$ cat src/design/jsu_pkg.sv
// Shared types, constants and UTF-8 helper functions of the JSON string unescape unit.
`default_nettype none
package jsu_pkg;

	localparam int unsigned FIFO_DEPTH = 4;
	localparam int unsigned PTR_W = $clog2(FIFO_DEPTH);
	localparam int unsigned CNT_W = $clog2(FIFO_DEPTH + 1);

	localparam logic [7:0] CH_QUOTE = 8'h22;
	localparam logic [7:0] CH_BSLASH = 8'h5C;
	localparam logic [7:0] CH_U = 8'h75;

	typedef enum logic [1:0] {
		KIND_DATA = 2'd0,
		KIND_END = 2'd1,
		KIND_ERR = 2'd2
	} kind_t;

	typedef enum logic [2:0] {
		PH_NORMAL = 3'd0,
		PH_BACKSL = 3'd1,
		PH_HEX = 3'd2,
		PH_HELD = 3'd3,
		PH_HELD_BS = 3'd4,
		PH_HEX2 = 3'd5
	} phase_t;

	typedef enum logic [2:0] {
		OP_NONE = 3'd0,
		OP_RAW = 3'd1,
		OP_CP = 3'd2,
		OP_END = 3'd3,
		OP_ERR = 3'd4
	} slot_op_t;

	// One queued command: an optional held high surrogate, then an optional further action.
	typedef struct packed {
		logic s0_vld;
		logic [15:0] s0_cp;
		slot_op_t s1_op;
		logic [20:0] s1_val;
	} cmd_t;

	typedef struct packed {
		logic full;
		logic empty;
	} fifo_stat_t;

	// {ok, value} for one ASCII hex digit.
	function automatic logic [4:0] hex_digit(input logic [7:0] b);
		logic [4:0] r;
		r = 5'd0;
		if (b >= 8'h30 && b <= 8'h39) begin
			r = {1'b1, 4'(b - 8'h30)};
		end else if (b >= 8'h61 && b <= 8'h66) begin
			r = {1'b1, 4'(b - 8'h57)};
		end else if (b >= 8'h41 && b <= 8'h46) begin
			r = {1'b1, 4'(b - 8'h37)};
		end
		return r;
	endfunction

	// {ok, byte} for a single-character escape letter.
	function automatic logic [8:0] esc_map(input logic [7:0] b);
		logic [8:0] r;
		case (b)
			8'h22: r = {1'b1, 8'h22};
			8'h5C: r = {1'b1, 8'h5C};
			8'h2F: r = {1'b1, 8'h2F};
			8'h62: r = {1'b1, 8'h08};
			8'h66: r = {1'b1, 8'h0C};
			8'h6E: r = {1'b1, 8'h0A};
			8'h72: r = {1'b1, 8'h0D};
			8'h74: r = {1'b1, 8'h09};
			default: r = 9'd0;
		endcase
		return r;
	endfunction

	function automatic logic [2:0] utf8_len(input logic [20:0] cp);
		logic [2:0] r;
		if (cp < 21'h80) begin
			r = 3'd1;
		end else if (cp < 21'h800) begin
			r = 3'd2;
		end else if (cp < 21'h10000) begin
			r = 3'd3;
		end else begin
			r = 3'd4;
		end
		return r;
	endfunction

	function automatic logic [7:0] utf8_byte(input logic [20:0] cp, input logic [1:0] idx);
		logic [2:0] len;
		logic [7:0] r;
		len = utf8_len(cp);
		r = 8'h00;
		case (len)
			3'd1: r = {1'b0, cp[6:0]};
			3'd2: r = (idx == 2'd0) ? {3'b110, cp[10:6]} : {2'b10, cp[5:0]};
			3'd3: begin
				case (idx)
					2'd0: r = {4'b1110, cp[15:12]};
					2'd1: r = {2'b10, cp[11:6]};
					default: r = {2'b10, cp[5:0]};
				endcase
			end
			default: begin
				case (idx)
					2'd0: r = {5'b11110, cp[20:18]};
					2'd1: r = {2'b10, cp[17:12]};
					2'd2: r = {2'b10, cp[11:6]};
					default: r = {2'b10, cp[5:0]};
				endcase
			end
		endcase
		return r;
	endfunction

endpackage
`default_nettype wire

$ cat src/design/jsu_in_if.sv
// Input channel: one raw string byte or a text-end mark per beat.
`default_nettype none
interface jsu_in_if;
	logic valid;
	logic ready;
	logic [7:0] data_byte;
	logic text_end;

	modport source(output valid, output data_byte, output text_end, input ready);
	modport sink(input valid, input data_byte, input text_end, output ready);
endinterface
`default_nettype wire

$ cat src/design/jsu_out_if.sv
// Output channel: one decoded byte or an end/error result per beat.
`default_nettype none
interface jsu_out_if;
	logic valid;
	logic ready;
	logic [7:0] out_byte;
	logic [1:0] kind;
	logic last;

	modport source(output valid, output out_byte, output kind, output last, input ready);
	modport sink(input valid, input out_byte, input kind, input last, output ready);
endinterface
`default_nettype wire

$ cat src/design/jsu_front.sv
// Front end: escape and surrogate state machine that turns input beats into commands.
`default_nettype none
module jsu_front (
	input wire logic clk,
	input wire logic arst_n,
	jsu_in_if.sink din,
	input wire jsu_pkg::fifo_stat_t stat,
	output logic push,
	output jsu_pkg::cmd_t cmd
);

	jsu_pkg::phase_t phase_q, phase_d;
	logic [15:0] acc_q, acc_d;
	logic [1:0] cnt_q, cnt_d;
	logic [15:0] held_q, held_d;

	logic accept;
	logic [7:0] b;
	logic [4:0] hx;
	logic [8:0] esc;
	logic [15:0] acc_n;
	logic is_quote, is_bs, is_u;
	logic acc_high, acc_low;

	assign din.ready = !stat.full;
	assign accept = din.valid && din.ready;
	assign b = din.data_byte;
	assign hx = jsu_pkg::hex_digit(b);
	assign esc = jsu_pkg::esc_map(b);
	assign acc_n = {acc_q[11:0], hx[3:0]};
	assign is_quote = (b == jsu_pkg::CH_QUOTE);
	assign is_bs = (b == jsu_pkg::CH_BSLASH);
	assign is_u = (b == jsu_pkg::CH_U);
	assign acc_high = (acc_n[15:10] == 6'b110110);
	assign acc_low = (acc_n[15:10] == 6'b110111);

	// Next state.
	always_comb begin
		phase_d = phase_q;
		acc_d = acc_q;
		cnt_d = cnt_q;
		held_d = held_q;
		if (din.text_end) begin
			phase_d = jsu_pkg::PH_NORMAL;
			acc_d = '0;
			cnt_d = '0;
			held_d = '0;
		end else begin
			case (phase_q)
				jsu_pkg::PH_BACKSL: begin
					if (is_u) begin
						phase_d = jsu_pkg::PH_HEX;
						acc_d = '0;
						cnt_d = '0;
					end else if (esc[8]) begin
						phase_d = jsu_pkg::PH_NORMAL;
					end else begin
						phase_d = jsu_pkg::PH_NORMAL;
						acc_d = '0;
						cnt_d = '0;
						held_d = '0;
					end
				end
				jsu_pkg::PH_HEX, jsu_pkg::PH_HEX2: begin
					if (!hx[4]) begin
						phase_d = jsu_pkg::PH_NORMAL;
						acc_d = '0;
						cnt_d = '0;
						held_d = '0;
					end else if (cnt_q == 2'd3) begin
						acc_d = '0;
						cnt_d = '0;
						if (phase_q == jsu_pkg::PH_HEX2 && acc_low) begin
							held_d = '0;
							phase_d = jsu_pkg::PH_NORMAL;
						end else if (acc_high) begin
							held_d = acc_n;
							phase_d = jsu_pkg::PH_HELD;
						end else begin
							held_d = (phase_q == jsu_pkg::PH_HEX2) ? 16'h0000 : held_q;
							phase_d = jsu_pkg::PH_NORMAL;
						end
					end else begin
						acc_d = acc_n;
						cnt_d = cnt_q + 2'd1;
					end
				end
				jsu_pkg::PH_HELD: begin
					if (is_bs) begin
						phase_d = jsu_pkg::PH_HELD_BS;
					end else begin
						phase_d = jsu_pkg::PH_NORMAL;
						held_d = '0;
						if (is_quote) begin
							acc_d = '0;
							cnt_d = '0;
						end
					end
				end
				jsu_pkg::PH_HELD_BS: begin
					if (is_u) begin
						phase_d = jsu_pkg::PH_HEX2;
						acc_d = '0;
						cnt_d = '0;
					end else begin
						phase_d = jsu_pkg::PH_NORMAL;
						held_d = '0;
						if (!esc[8]) begin
							acc_d = '0;
							cnt_d = '0;
						end
					end
				end
				default: begin
					if (is_quote) begin
						phase_d = jsu_pkg::PH_NORMAL;
						acc_d = '0;
						cnt_d = '0;
						held_d = '0;
					end else if (is_bs) begin
						phase_d = jsu_pkg::PH_BACKSL;
					end else begin
						phase_d = jsu_pkg::PH_NORMAL;
					end
				end
			endcase
		end
	end

	// Command for the back end.
	always_comb begin
		cmd.s0_vld = 1'b0;
		cmd.s0_cp = held_q;
		cmd.s1_op = jsu_pkg::OP_NONE;
		cmd.s1_val = {13'd0, b};
		if (din.text_end) begin
			cmd.s0_vld = (phase_q == jsu_pkg::PH_HELD) || (phase_q == jsu_pkg::PH_HELD_BS) ||
				(phase_q == jsu_pkg::PH_HEX2);
			cmd.s1_op = jsu_pkg::OP_ERR;
		end else begin
			case (phase_q)
				jsu_pkg::PH_BACKSL: begin
					if (is_u) begin
						cmd.s1_op = jsu_pkg::OP_NONE;
					end else if (esc[8]) begin
						cmd.s1_op = jsu_pkg::OP_RAW;
						cmd.s1_val = {13'd0, esc[7:0]};
					end else begin
						cmd.s1_op = jsu_pkg::OP_ERR;
					end
				end
				jsu_pkg::PH_HEX: begin
					if (!hx[4]) begin
						cmd.s1_op = jsu_pkg::OP_ERR;
					end else if (cnt_q == 2'd3 && !acc_high) begin
						cmd.s1_op = jsu_pkg::OP_CP;
						cmd.s1_val = {5'd0, acc_n};
					end
				end
				jsu_pkg::PH_HELD: begin
					if (!is_bs) begin
						cmd.s0_vld = 1'b1;
						cmd.s1_op = is_quote ? jsu_pkg::OP_END : jsu_pkg::OP_RAW;
					end
				end
				jsu_pkg::PH_HELD_BS: begin
					if (!is_u) begin
						cmd.s0_vld = 1'b1;
						if (esc[8]) begin
							cmd.s1_op = jsu_pkg::OP_RAW;
							cmd.s1_val = {13'd0, esc[7:0]};
						end else begin
							cmd.s1_op = jsu_pkg::OP_ERR;
						end
					end
				end
				jsu_pkg::PH_HEX2: begin
					if (!hx[4]) begin
						cmd.s0_vld = 1'b1;
						cmd.s1_op = jsu_pkg::OP_ERR;
					end else if (cnt_q == 2'd3) begin
						if (acc_low) begin
							cmd.s1_op = jsu_pkg::OP_CP;
							cmd.s1_val = 21'h10000 + {1'b0, held_q[9:0], acc_n[9:0]};
						end else begin
							cmd.s0_vld = 1'b1;
							if (!acc_high) begin
								cmd.s1_op = jsu_pkg::OP_CP;
								cmd.s1_val = {5'd0, acc_n};
							end
						end
					end
				end
				default: begin
					if (is_quote) begin
						cmd.s1_op = jsu_pkg::OP_END;
					end else if (!is_bs) begin
						cmd.s1_op = jsu_pkg::OP_RAW;
					end
				end
			endcase
		end
	end

	assign push = accept && (cmd.s0_vld || (cmd.s1_op != jsu_pkg::OP_NONE));

	always_ff @(posedge clk or negedge arst_n) begin
		if (!arst_n) begin
			phase_q <= jsu_pkg::PH_NORMAL;
			acc_q <= '0;
			cnt_q <= '0;
			held_q <= '0;
		end else if (accept) begin
			phase_q <= phase_d;
			acc_q <= acc_d;
			cnt_q <= cnt_d;
			held_q <= held_d;
		end
	end

endmodule
`default_nettype wire

$ cat src/design/jsu_cmd_fifo.sv
// Short command queue between the front and back ends.
`default_nettype none
module jsu_cmd_fifo (
	input wire logic clk,
	input wire logic arst_n,
	input wire logic push,
	input wire jsu_pkg::cmd_t wr_cmd,
	input wire logic pop,
	output jsu_pkg::cmd_t head,
	output jsu_pkg::fifo_stat_t stat
);

	jsu_pkg::cmd_t mem_q [jsu_pkg::FIFO_DEPTH];
	logic [jsu_pkg::PTR_W-1:0] wr_ptr_q, rd_ptr_q;
	logic [jsu_pkg::CNT_W-1:0] cnt_q;

	assign stat.full = (cnt_q == jsu_pkg::CNT_W'(jsu_pkg::FIFO_DEPTH));
	assign stat.empty = (cnt_q == '0);
	assign head = mem_q[rd_ptr_q];

	always_ff @(posedge clk) begin
		if (push) begin
			mem_q[wr_ptr_q] <= wr_cmd;
		end
	end

	always_ff @(posedge clk or negedge arst_n) begin
		if (!arst_n) begin
			wr_ptr_q <= '0;
			rd_ptr_q <= '0;
			cnt_q <= '0;
		end else begin
			if (push) begin
				wr_ptr_q <= wr_ptr_q + jsu_pkg::PTR_W'(1);
			end
			if (pop) begin
				rd_ptr_q <= rd_ptr_q + jsu_pkg::PTR_W'(1);
			end
			if (push && !pop) begin
				cnt_q <= cnt_q + jsu_pkg::CNT_W'(1);
			end else if (pop && !push) begin
				cnt_q <= cnt_q - jsu_pkg::CNT_W'(1);
			end
		end
	end

	a_no_overflow: assert property (@(posedge clk) disable iff (!arst_n)
		push |-> (!stat.full || pop))
		else $error("command pushed into a full queue");

	a_no_underflow: assert property (@(posedge clk) disable iff (!arst_n)
		pop |-> !stat.empty)
		else $error("command popped from an empty queue");

	a_count_up: assert property (@(posedge clk) disable iff (!arst_n)
		(push && !pop) |=> (cnt_q == $past(cnt_q) + jsu_pkg::CNT_W'(1)))
		else $error("queue count did not advance on push");

endmodule
`default_nettype wire

$ cat src/design/jsu_back.sv
// Back end: serializes queued commands into UTF-8 result beats through an output register.
`default_nettype none
module jsu_back (
	input wire logic clk,
	input wire logic arst_n,
	input wire jsu_pkg::cmd_t head,
	input wire jsu_pkg::fifo_stat_t stat,
	output logic pop,
	jsu_out_if.source dout
);

	logic [2:0] pos_q;
	logic vld_q;
	logic [7:0] byte_q;
	jsu_pkg::kind_t kind_q;
	logic last_q;

	logic [2:0] len0, len1, total, rel;
	logic [7:0] byte_c;
	jsu_pkg::kind_t kind_c;
	logic last_c;
	logic load;

	assign len0 = head.s0_vld ? jsu_pkg::utf8_len({5'd0, head.s0_cp}) : 3'd0;

	always_comb begin
		case (head.s1_op)
			jsu_pkg::OP_CP: len1 = jsu_pkg::utf8_len(head.s1_val);
			jsu_pkg::OP_NONE: len1 = 3'd0;
			default: len1 = 3'd1;
		endcase
	end

	assign total = len0 + len1;
	assign rel = pos_q - len0;
	assign last_c = (pos_q == total - 3'd1);

	always_comb begin
		byte_c = 8'h00;
		kind_c = jsu_pkg::KIND_DATA;
		if (pos_q < len0) begin
			byte_c = jsu_pkg::utf8_byte({5'd0, head.s0_cp}, pos_q[1:0]);
		end else begin
			case (head.s1_op)
				jsu_pkg::OP_RAW: byte_c = head.s1_val[7:0];
				jsu_pkg::OP_CP: byte_c = jsu_pkg::utf8_byte(head.s1_val, rel[1:0]);
				jsu_pkg::OP_END: kind_c = jsu_pkg::KIND_END;
				jsu_pkg::OP_ERR: kind_c = jsu_pkg::KIND_ERR;
				default: byte_c = 8'h00;
			endcase
		end
	end

	assign load = !vld_q || dout.ready;
	assign pop = load && !stat.empty && last_c;

	always_ff @(posedge clk) begin
		if (load && !stat.empty) begin
			byte_q <= byte_c;
			kind_q <= kind_c;
			last_q <= last_c;
		end
	end

	always_ff @(posedge clk or negedge arst_n) begin
		if (!arst_n) begin
			vld_q <= 1'b0;
			pos_q <= '0;
		end else if (load) begin
			vld_q <= !stat.empty;
			if (!stat.empty) begin
				pos_q <= last_c ? 3'd0 : pos_q + 3'd1;
			end
		end
	end

	assign dout.valid = vld_q;
	assign dout.out_byte = byte_q;
	assign dout.kind = kind_q;
	assign dout.last = last_q;

endmodule
`default_nettype wire

$ cat src/design/json_string_unescape_utf8_unit.sv
// Top level of the JSON string unescape unit: front end, command queue and UTF-8 back end.
// Usage:
//   din carries one beat per raw byte of a JSON string body, taken after the opening
//   quote; text_end set on a beat marks that the text ran out and ignores data_byte.
//   dout carries the results: decoded UTF-8 bytes (kind data), then one end beat at
//   the closing quote or one error beat on a bad escape, a bad hex digit or text end.
//   last marks the final result beat that an input beat causes; an input beat may
//   cause none (a backslash, a hex digit) or up to six results.
// Path: with an idle back end, a taken beat's command is written into the queue at the
//   accepting edge, and the back end then loads its first result into the output
//   register that drives dout.
// Throughput: one input beat per cycle while each beat yields at most one result and
//   dout is ready; the back end emits one result beat per cycle while dout is ready,
//   so a beat that expands to several UTF-8 bytes holds the back end until all are
//   out. The four-entry command queue absorbs bursts; din.ready drops only when full.
// Stall: when dout.ready is low the output register holds its beat, the back end
//   stops popping, and the front end keeps taking beats until the queue fills.
// Reset: arst_n clears the decoder to the plain-copy phase, empties the queue and
//   drops dout.valid; after an end or error result the decoder is ready for a new string.
`default_nettype none
module json_string_unescape_utf8_unit (
	input wire logic clk,
	input wire logic arst_n,
	jsu_in_if.sink din,
	jsu_out_if.source dout
);

	// Command from the front end, head of the queue, and the handshakes around it.
	jsu_pkg::cmd_t cmd;
	jsu_pkg::cmd_t head;
	jsu_pkg::fifo_stat_t stat;
	logic push;
	logic pop;

	// Classify each beat and advance the escape / surrogate state.
	jsu_front u_front (
		.clk(clk),
		.arst_n(arst_n),
		.din(din),
		.stat(stat),
		.push(push),
		.cmd(cmd)
	);

	// Hold commands so the decoder runs ahead of a stalled receiver.
	jsu_cmd_fifo u_fifo (
		.clk(clk),
		.arst_n(arst_n),
		.push(push),
		.wr_cmd(cmd),
		.pop(pop),
		.head(head),
		.stat(stat)
	);

	// Expand each command into result beats, one per cycle while dout is ready.
	jsu_back u_back (
		.clk(clk),
		.arst_n(arst_n),
		.head(head),
		.stat(stat),
		.pop(pop),
		.dout(dout)
	);

endmodule
`default_nettype wire

$ cat src/flat_wrapper.sv
// flat-port wrapper written by rule: the top's interface ports become plain ports
module json_string_unescape_utf8_unit_flat 
  (clk, arst_n, din_valid, din_data_byte, din_text_end, din_ready, dout_valid, dout_out_byte, dout_kind, dout_last, dout_ready);
  jsu_in_if din_i ();
  jsu_out_if dout_i ();
  input wire logic clk;
  input wire logic arst_n;
  input wire logic [$bits(din_i.valid)-1:0] din_valid;
  input wire logic [$bits(din_i.data_byte)-1:0] din_data_byte;
  input wire logic [$bits(din_i.text_end)-1:0] din_text_end;
  output wire logic [$bits(din_i.ready)-1:0] din_ready;
  output wire logic [$bits(dout_i.valid)-1:0] dout_valid;
  output wire logic [$bits(dout_i.out_byte)-1:0] dout_out_byte;
  output wire logic [$bits(dout_i.kind)-1:0] dout_kind;
  output wire logic [$bits(dout_i.last)-1:0] dout_last;
  input wire logic [$bits(dout_i.ready)-1:0] dout_ready;
  assign din_i.valid = din_valid;
  assign din_i.data_byte = din_data_byte;
  assign din_i.text_end = din_text_end;
  assign din_ready = din_i.ready;
  assign dout_valid = dout_i.valid;
  assign dout_out_byte = dout_i.out_byte;
  assign dout_kind = dout_i.kind;
  assign dout_last = dout_i.last;
  assign dout_i.ready = dout_ready;
  json_string_unescape_utf8_unit u_core (.clk(clk), .arst_n(arst_n), .din(din_i), .dout(dout_i));
endmodule
$ cat config.mk
export PLATFORM = sky130hd
export DESIGN_NAME = json_string_unescape_utf8_unit_flat
export DESIGN_NICKNAME = d
export VERILOG_FILES = /design/src/design/jsu_pkg.sv /design/src/design/jsu_in_if.sv /design/src/design/jsu_out_if.sv /design/src/design/jsu_front.sv /design/src/design/jsu_cmd_fifo.sv /design/src/design/jsu_back.sv /design/src/design/json_string_unescape_utf8_unit.sv /design/src/flat_wrapper.sv
export SDC_FILE = /design/constraint.sdc
export NUM_CORES = 1
export LEC_CHECK = 0
export ABC_AREA = 1
export BUFFER_PORTS_ARGS = -buffer_cell sky130_fd_sc_hd__clkbuf_2
export CORE_MARGIN = 1
export CORE_UTILIZATION = 49
export CTS_CLUSTER_DIAMETER = 40
export DETAILED_ROUTE_END_ITERATION = 10
export PLACE_DENSITY = 0.71
export SLEW_MARGIN = 10
export SYNTH_ARGS = -nofsm -noshare
export SYNTH_HDL_FRONTEND = slang
export SYNTH_HIERARCHICAL = 1
export SYNTH_SLANG_ARGS = --single-unit
$ cat constraint.sdc
create_clock -name clk -period 10.2 [get_ports clk]
set_input_delay 2.04 -clock clk [delete_from_list [all_inputs] [get_ports clk]]
set_output_delay 2.04 -clock clk [all_outputs]
set_load 0.01 [all_outputs]
Word-level counts from Yosys, hierarchy flattened
Memory sizes are Yosys's and may differ from the RTL's.
Cells that the tools add are included.
- flip-flop bits (word level): 59
- RAM bits: 164
- bits of input ports: 13
- output and inout port bits: 13
- logic and storage cells: 209
- memories kept: 1
- memories (name ; words ; width ; rd ports ; clocked after Yosys merged registers in ; wr ports ; line ; text):
    u_core.u_fifo.mem_q ; 4 ; 41 ; 1 ; 0 ; 1 ; jsu_cmd_fifo.sv:13 ; jsu_pkg::cmd_t mem_q [jsu_pkg::FIFO_DEPTH];
- add/subtract/negate cells: 13
- magnitude comparators: 12
- equal/unequal tests: 40
- multiplexer cells: 96
- bitwise gates (word level): 1
- reduce and logical (&&, ||, !) cells: 34
- operators by type and width (kind ; count):
    2-to-1 mux 16 bit ; 17
    one-hot mux 21 bit (4 select lines) ; 1
    2-to-1 mux 24 bit ; 3
    one-hot mux 9 bit (8 select lines) ; 1
    2-to-1 mux 3 bit ; 22
    one-hot mux 16 bit (4 select lines) ; 1
    2-to-1 mux 21 bit ; 3
    equality test 8 x 7 -> 1 bit (second input constant) ; 7
    one-hot mux 16 bit (3 select lines) ; 1
    one-hot mux 8 bit (3 select lines) ; 2
    2-to-1 mux 23 bit ; 2
    one-hot mux 7 bit (3 select lines) ; 2
    one-hot mux 7 bit (2 select lines) ; 2
    equality test 3 x 2 -> 1 bit (second input constant) ; 8
    2-to-1 mux 2 bit ; 12
    2-to-1 mux 8 bit ; 3
    adder 17 x 20 -> 21 bit (first input constant) ; 1
    < comparator 21 x 12 -> 1 bit (second input constant) ; 1
    < comparator 21 x 17 -> 1 bit (second input constant) ; 1
    < comparator 21 x 8 -> 1 bit (second input constant) ; 1
    equality test 8 x 6 -> 1 bit (second input constant) ; 2
    >= comparator 8 x 7 -> 1 bit (second input constant) ; 2
    less-or-equal comparator 8 x 7 -> 1 bit (second input constant) ; 2
    < comparator 16 x 12 -> 1 bit (second input constant) ; 1
    44 further kinds ; 98

Depth between registers and ports, before layout
- word-level depth: 18
- gate-level depth with buffers: 30
- mapped depth without buffers: 29

Cells and area by module
The synthesis kept the hierarchy.
- by module, submodules not included (module ; instances ; cells an instance ; area each (µm²) ; sequential area each (µm²)):
    jsu_cmd_fifo ; 1 ; 526 ; 6865.3 ; 5099.9
    jsu_front ; 1 ; 438 ; 2743.9 ; 825.8
    jsu_back ; 1 ; 357 ; 2047.0 ; 430.4

Least setup slack after synthesis
Ideal clock, no wire load.
- kind: input-to-reg
- start point: input port din_data_byte[1]
- end point: memory u_core/u_fifo/mem_q[0][0] (netlist bit) (enable)
- library setup time: 0.396 ns
- arrival time: 4.337 ns
- required time: 9.804 ns
- slack: 5.467 ns
- cell stages on the path: 17
- buffers on the path: 1
- cell sequence: inv_1 ha_1 inv_1 nor2_1 nand3_1 nand2_1 nor2_4 nand2_4 nand2_1 nand2_1 nand2_1 nand3_1 nand2_1 inv_1 clkbuf_1 nand2_1 inv_1
- longest elaborated chain between the ends: 13
- elaborated cells between the ends (all ways): 43
- those cells by class: order compare (6); eq/ne (9); mux (22); reduce/logical (6)
- ends and longest elaborated chain (item ; line ; text):
    start: declaration ; flat_wrapper.sv:9 ; input wire logic [$bits(din_i.data_byte)-1:0] din_data_byte;
    >= comparator 8 x 7 -> 1 bit / less-or-equal comparator 8 x 7 -> 1 bit (equally long branches) ; jsu_pkg.sv:57 ; end else if (b >= 8'h41 && b <= 8'h46) begin
    logical AND 1 bit ; jsu_pkg.sv:57 ;
    2-to-1 mux 5 bit ; jsu_pkg.sv:57 ;
    2-to-1 mux 5 bit ; jsu_pkg.sv:55 ; end else if (b >= 8'h61 && b <= 8'h66) begin
    2-to-1 mux 5 bit ; jsu_pkg.sv:53 ; if (b >= 8'h30 && b <= 8'h39) begin
    2-to-1 mux 3 bit (on tied branches) ; jsu_front.sv:178, jsu_front.sv:153 ;
    one-hot mux 3 bit (5 select lines) ; jsu_front.sv:141 ; case (phase_q)
    2-to-1 mux 3 bit ; jsu_front.sv:136 ; if (din.text_end) begin
    nonzero test 3 bit ; jsu_front.sv:205 ; assign push = accept && (cmd.s0_vld || (cmd.s1_op != jsu_pkg::OP_NONE));
    logical OR 1 bit * ; jsu_front.sv:205 ;
    logical AND 1 bit * ; jsu_front.sv:205 ;
    named net u_core.push ; json_string_unescape_utf8_unit.sv:32 ; logic push;
    2-to-1 mux 1 bit * ; jsu_cmd_fifo.sv:22 ; if (push) begin
    2-to-1 mux 1 bit (implied by the code) * ; jsu_cmd_fifo.sv:23 ; mem_q[wr_ptr_q] <= wr_cmd;
    end: declaration ; jsu_cmd_fifo.sv:13 ;
The timed path passes the listed nets; every way through them passes the cells marked *.

==> flow_results.org <==
** STA
- The max-slew violation total from the final report was 0.
- The count of final hold-check violations came to 0.
- Hold Worst Slack :: ~0.5 ns
- Post-route fraction of the period consumed by the critical path :: between 50% and 60%
- Final setup violation count :: 0
- Highest attainable clock frequency :: roughly 0.19 GHz
- At the pin with the least slew margin, the transition time is around 0.91 ns.
- Across the routed clock network, the largest skew measured is 0.0135 ns.
- Summed over all failing endpoints, the final setup total negative slack is 0 ns.
- In this run the tightest slew margin relative to its limit is approximately 40%.
- Unrepaired setup endpoints after global routing :: false
- The worst path needs about 5.3 ns of the cycle, external delays included.

** Logic synthesis
- Summed over its instances, the top area cell type makes up between 40% and 50% of the synthesized netlist area.
- Yosys printed 6 warnings.
- Most frequently used flop master after synthesis :: edfxtp_1
- The synthesized design contains around 180 enable-type register cells.
- Sorting the synthesized cells by area gives the leading types as edfxtp_1 45%, nand2_1 12%, dfrtp_1 9.4%.
- The average instance in the mapped netlist occupies approximately 8.8 µm².
- In this run, distinct cell masters in the synthesized netlist total slightly above 40.
- Cell type contributing the most total cell area after synthesis :: edfxtp_1
- The commonest cells after synthesis are 371 x nand2_1, 212 x inv_1, 175 x edfxtp_1.
- Combined area of all synthesized cells :: 11700 µm²
- After synthesis the netlist holds a flip-flop and latch count of 219.
- Nets in the synthesized netlist :: approximately 1400
- Sequential elements use 54.5% of the synthesized area.
- Gate count after technology mapping :: around 1300
- Cell with the most instances after synthesis :: nand2_1
- In the synthesized netlist the async set-or-reset flop fraction comes to between 20% and 30%.

** Floorplanning
- The die is around 160 µm wide.
- The floorplan step defined a die boundary enclosing between 20000 and 25000 µm².
- Once the floorplan was initialized, standard cells occupied 49.8% of the core.
- Total I/O pin count :: 26
- Die height :: 156 µm
- Core area :: 23400 µm²
- Rows :: 56

** Worst setup path
- Slowest stage delay, CP :: around 0.85 ns
- Crit start category :: flop
- Kind of capture point of the worst setup path :: flop
- In this design, the largest share of critical-path delay is due to simple AND/OR/NAND/NOR gates.
- Register-to-Register Path Depth :: 27
- For flop-to-flop paths, the worst setup slack is between 4 and 5 ns.
- Worst reg2reg path endpoint :: u_core/u_fifo/cnt_q[2]
- Of all nets on the critical path, the largest fanout is 100.
- Worst r2r src :: u_core/u_fifo/rd_ptr_q[0]
- Most numerous cell on the critical path :: nand2_1
- Data arrives at the worst endpoint at around 5.7 ns.
- Data on the critical path is required at its endpoint by between 10 and 15 ns.
- Setup CP Type :: reg -> reg
- Cell with the biggest individual delay on the critical path :: dfrtp_4
- Crit path buf inv count :: 6

** Clock tree
- CTS hold repair buffers :: 0
- Once the clock tree was built, the resizer swapped 0 gates to a different size.
- Number of buffers on the longest clock path :: 3
- In this run the number of H-tree levels came out at 1.
- Clock tree synthesis found a total of ~220 sinks.
- The number of setup buffers added after CTS is 0.
- Clock slew at reported path FFs :: about 0.060 ns
- Clock insertion delay at the later pin of the skew report :: roughly 0.53 ns
- Clock tree synthesis inserted a total of 28 buffers.
- CTS Root Cell :: clkbuf_16
- TritonCTS built the clock tree.

** Global route
- Number of global-route vias before repair :: around 8300
- GRT Resource Usage Total :: about 23%
- First-pass GRT wire length :: approximately 44000 µm
- Entering global routing, the biggest net connects just over 100 pins.
- Remaining Overflow, GRT :: 0
- The initial antenna violation count came to 0.

** Routing
- For this block, the initial DRC count from the detailed router was between 700 and 800.
- Detailed Route WL :: 27200 µm
- For this run, design rule violations remaining after detail routing come to 0.
- The pre-antenna-repair detailed-routing pass consisted of 7 iterations.
- Using the TritonRoute via totals, the vias-per-cell ratio works out to ~5.3.
- Number of antenna-violating nets in the routed design :: 0
- WL/cell :: roughly 16 µm
- For this block, the via count after detailed routing is 8910.

** Hold path
- In this run the most critical hold path is launched from u_core/u_back/dout.valid.
- Hold WC Path Type :: reg -> reg
- For hold timing, the worst endpoint is u_core/u_back/dout.valid.
- Counting instances, the worst hold path has a depth of 2.

** Cells and area
- Count of fill cells added during filler insertion :: roughly 2100
- Fraction of final layout cells sized beyond drive strength 1 :: roughly 9%
- Post-layout nets :: between 1000 and 1500
- 0 antenna diodes ended up in the layout.
- Area growth syn-to-layout :: 11.0%

** Job
- Max cap viols :: 0

** Placement
- Port buffering added 25 buffers.
- Total half-perimeter wirelength after legalization and detailed placement :: approximately 19000 µm
- The congestion estimate from routability-driven global placement came to ~0.95.

** Status
- Result of the run :: finished clean

** Power and ir drop
- Total power divided by cell area :: ~300 nW/µm²
- Leakage power figure :: roughly 5.7 nW
- IR analysis of the VDD net gives a maximum drop of around 0.00012 V.
==> cell families after synthesis <==
logic type	synth area share [%]
xor gates and xnor gates	0.827
buffers and inverters	9.52
and+or+nand+nor	22.9
AOI/OAI and AO/OA	9.90
DFF	54.5
adders and majority gates	2.32
==> cell type report <==
type                            count  area (µm²)  share of cell area, %
Multi-Input combinational cell    833        4190                   32.4
Inverter                          220         826                   6.38
Tap cell                          319         399                   3.08
Clock buffer                       39         825                   6.37
Clock inverter                     13         154                   1.19
Timing Repair Buffer               33         185                   1.43
Sequential cell                   219        6360                   49.2
==> power breakdown <==
| part | leakage (nW) | switching, mW | internal [mW] |
|---|---|---|---|
| Clock | 0.483 | 0.375 | 0.623 |
| Sequential | 2.25 | 0.0838 | 1.14 |
| Combinational | 2.93 | 1.09 | 0.467 |
==> stage by stage <==
stage               setup WS [ns]  std cells  utilization [%]  power [mW]  area (µm²)
finish                       4.93       1676             55.3        3.78       12900
CTS                          4.96       1676             55.3        3.78       12900
global placement             5.03       1624             51.1        2.75       12000
detailed placement           4.92       1624             51.1        2.78       12000
floorplan                    5.47       1321                -        2.43       11700
global route                 4.40       1676             55.3        4.05       12900
==> sequential cells by signal, summed over array words and instances (netlist names) <==
register and cells:
u_core/u_back/pos_q 3, u_core/u_fifo/cnt_q 3, u_core/u_front/phase_q 3, u_core/u_front/acc_q 12, u_core/u_fifo/mem_q 164, u_core/u_front/held_q 16
u_core/u_back/dout.valid 1, u_core/u_front/cnt_q 2, u_core/u_back/dout.last 1, u_core/u_back/dout.out_byte 8, u_core/u_back/dout.kind 2, u_core/u_fifo/wr_ptr_q 2
u_core/u_fifo/rd_ptr_q 2
==> tightest hold or removal path: cells and delay by family (launching register included) <==
kind             cells  cell delay [ns]
AND/OR/NAND/NOR      2             0.11
flip-flops           1             0.36
==> how the worst max path moves through the flow <==
stage | from | endpoint | slack, ns | depth (start not counted)
2_1_floorplan | din_data_byte[1] | u_core/u_fifo/mem_q[0][0] | 5.47 | 17
3_3_place_gp | din_data_byte[0] | u_core/u_fifo/mem_q[2][2] | 5.03 | 17
3_5_place_dp | din_data_byte[0] | u_core/u_fifo/mem_q[2][8] | 4.92 | 17
4_1_cts | u_core/u_fifo/rd_ptr_q[0] | u_core/u_fifo/cnt_q[2] | 4.96 | 27
5_1_grt | u_core/u_fifo/rd_ptr_q[0] | u_core/u_fifo/cnt_q[2] | 4.40 | 27
6_report | u_core/u_fifo/rd_ptr_q[0] | u_core/u_fifo/cnt_q[2] | 4.93 | 27
==> metal layers <==
layer | vias to the layer above | global-route usage (%) | share of wire (%)
met5 | - | 0 | 0
met4 | 0 | 7.14 | 2.8
met2 | 280 | 39.1 | 48
met1 | 4190 | 30.9 | 43
met3 | 61 | 2.82 | 5.4
li1 | 4379 | - | -
==> placed cells by master (no fill, tap or decap), types with 10 or more instances in the layout <==
cell type	n
clkbuf_2	25
nor2_1	105
inv_1	208
o21ai_2	10
o211ai_1	86
edfxtp_1	175
nand3_1	86
nand4_1	22
nor3_1	10
nand2_1	371
o21ai_0	42
ha_1	20
a21oi_1	27
clkbuf_16	30
dfrtp_1	43
nand2_2	11
Power figures use the tool's default switching activity.
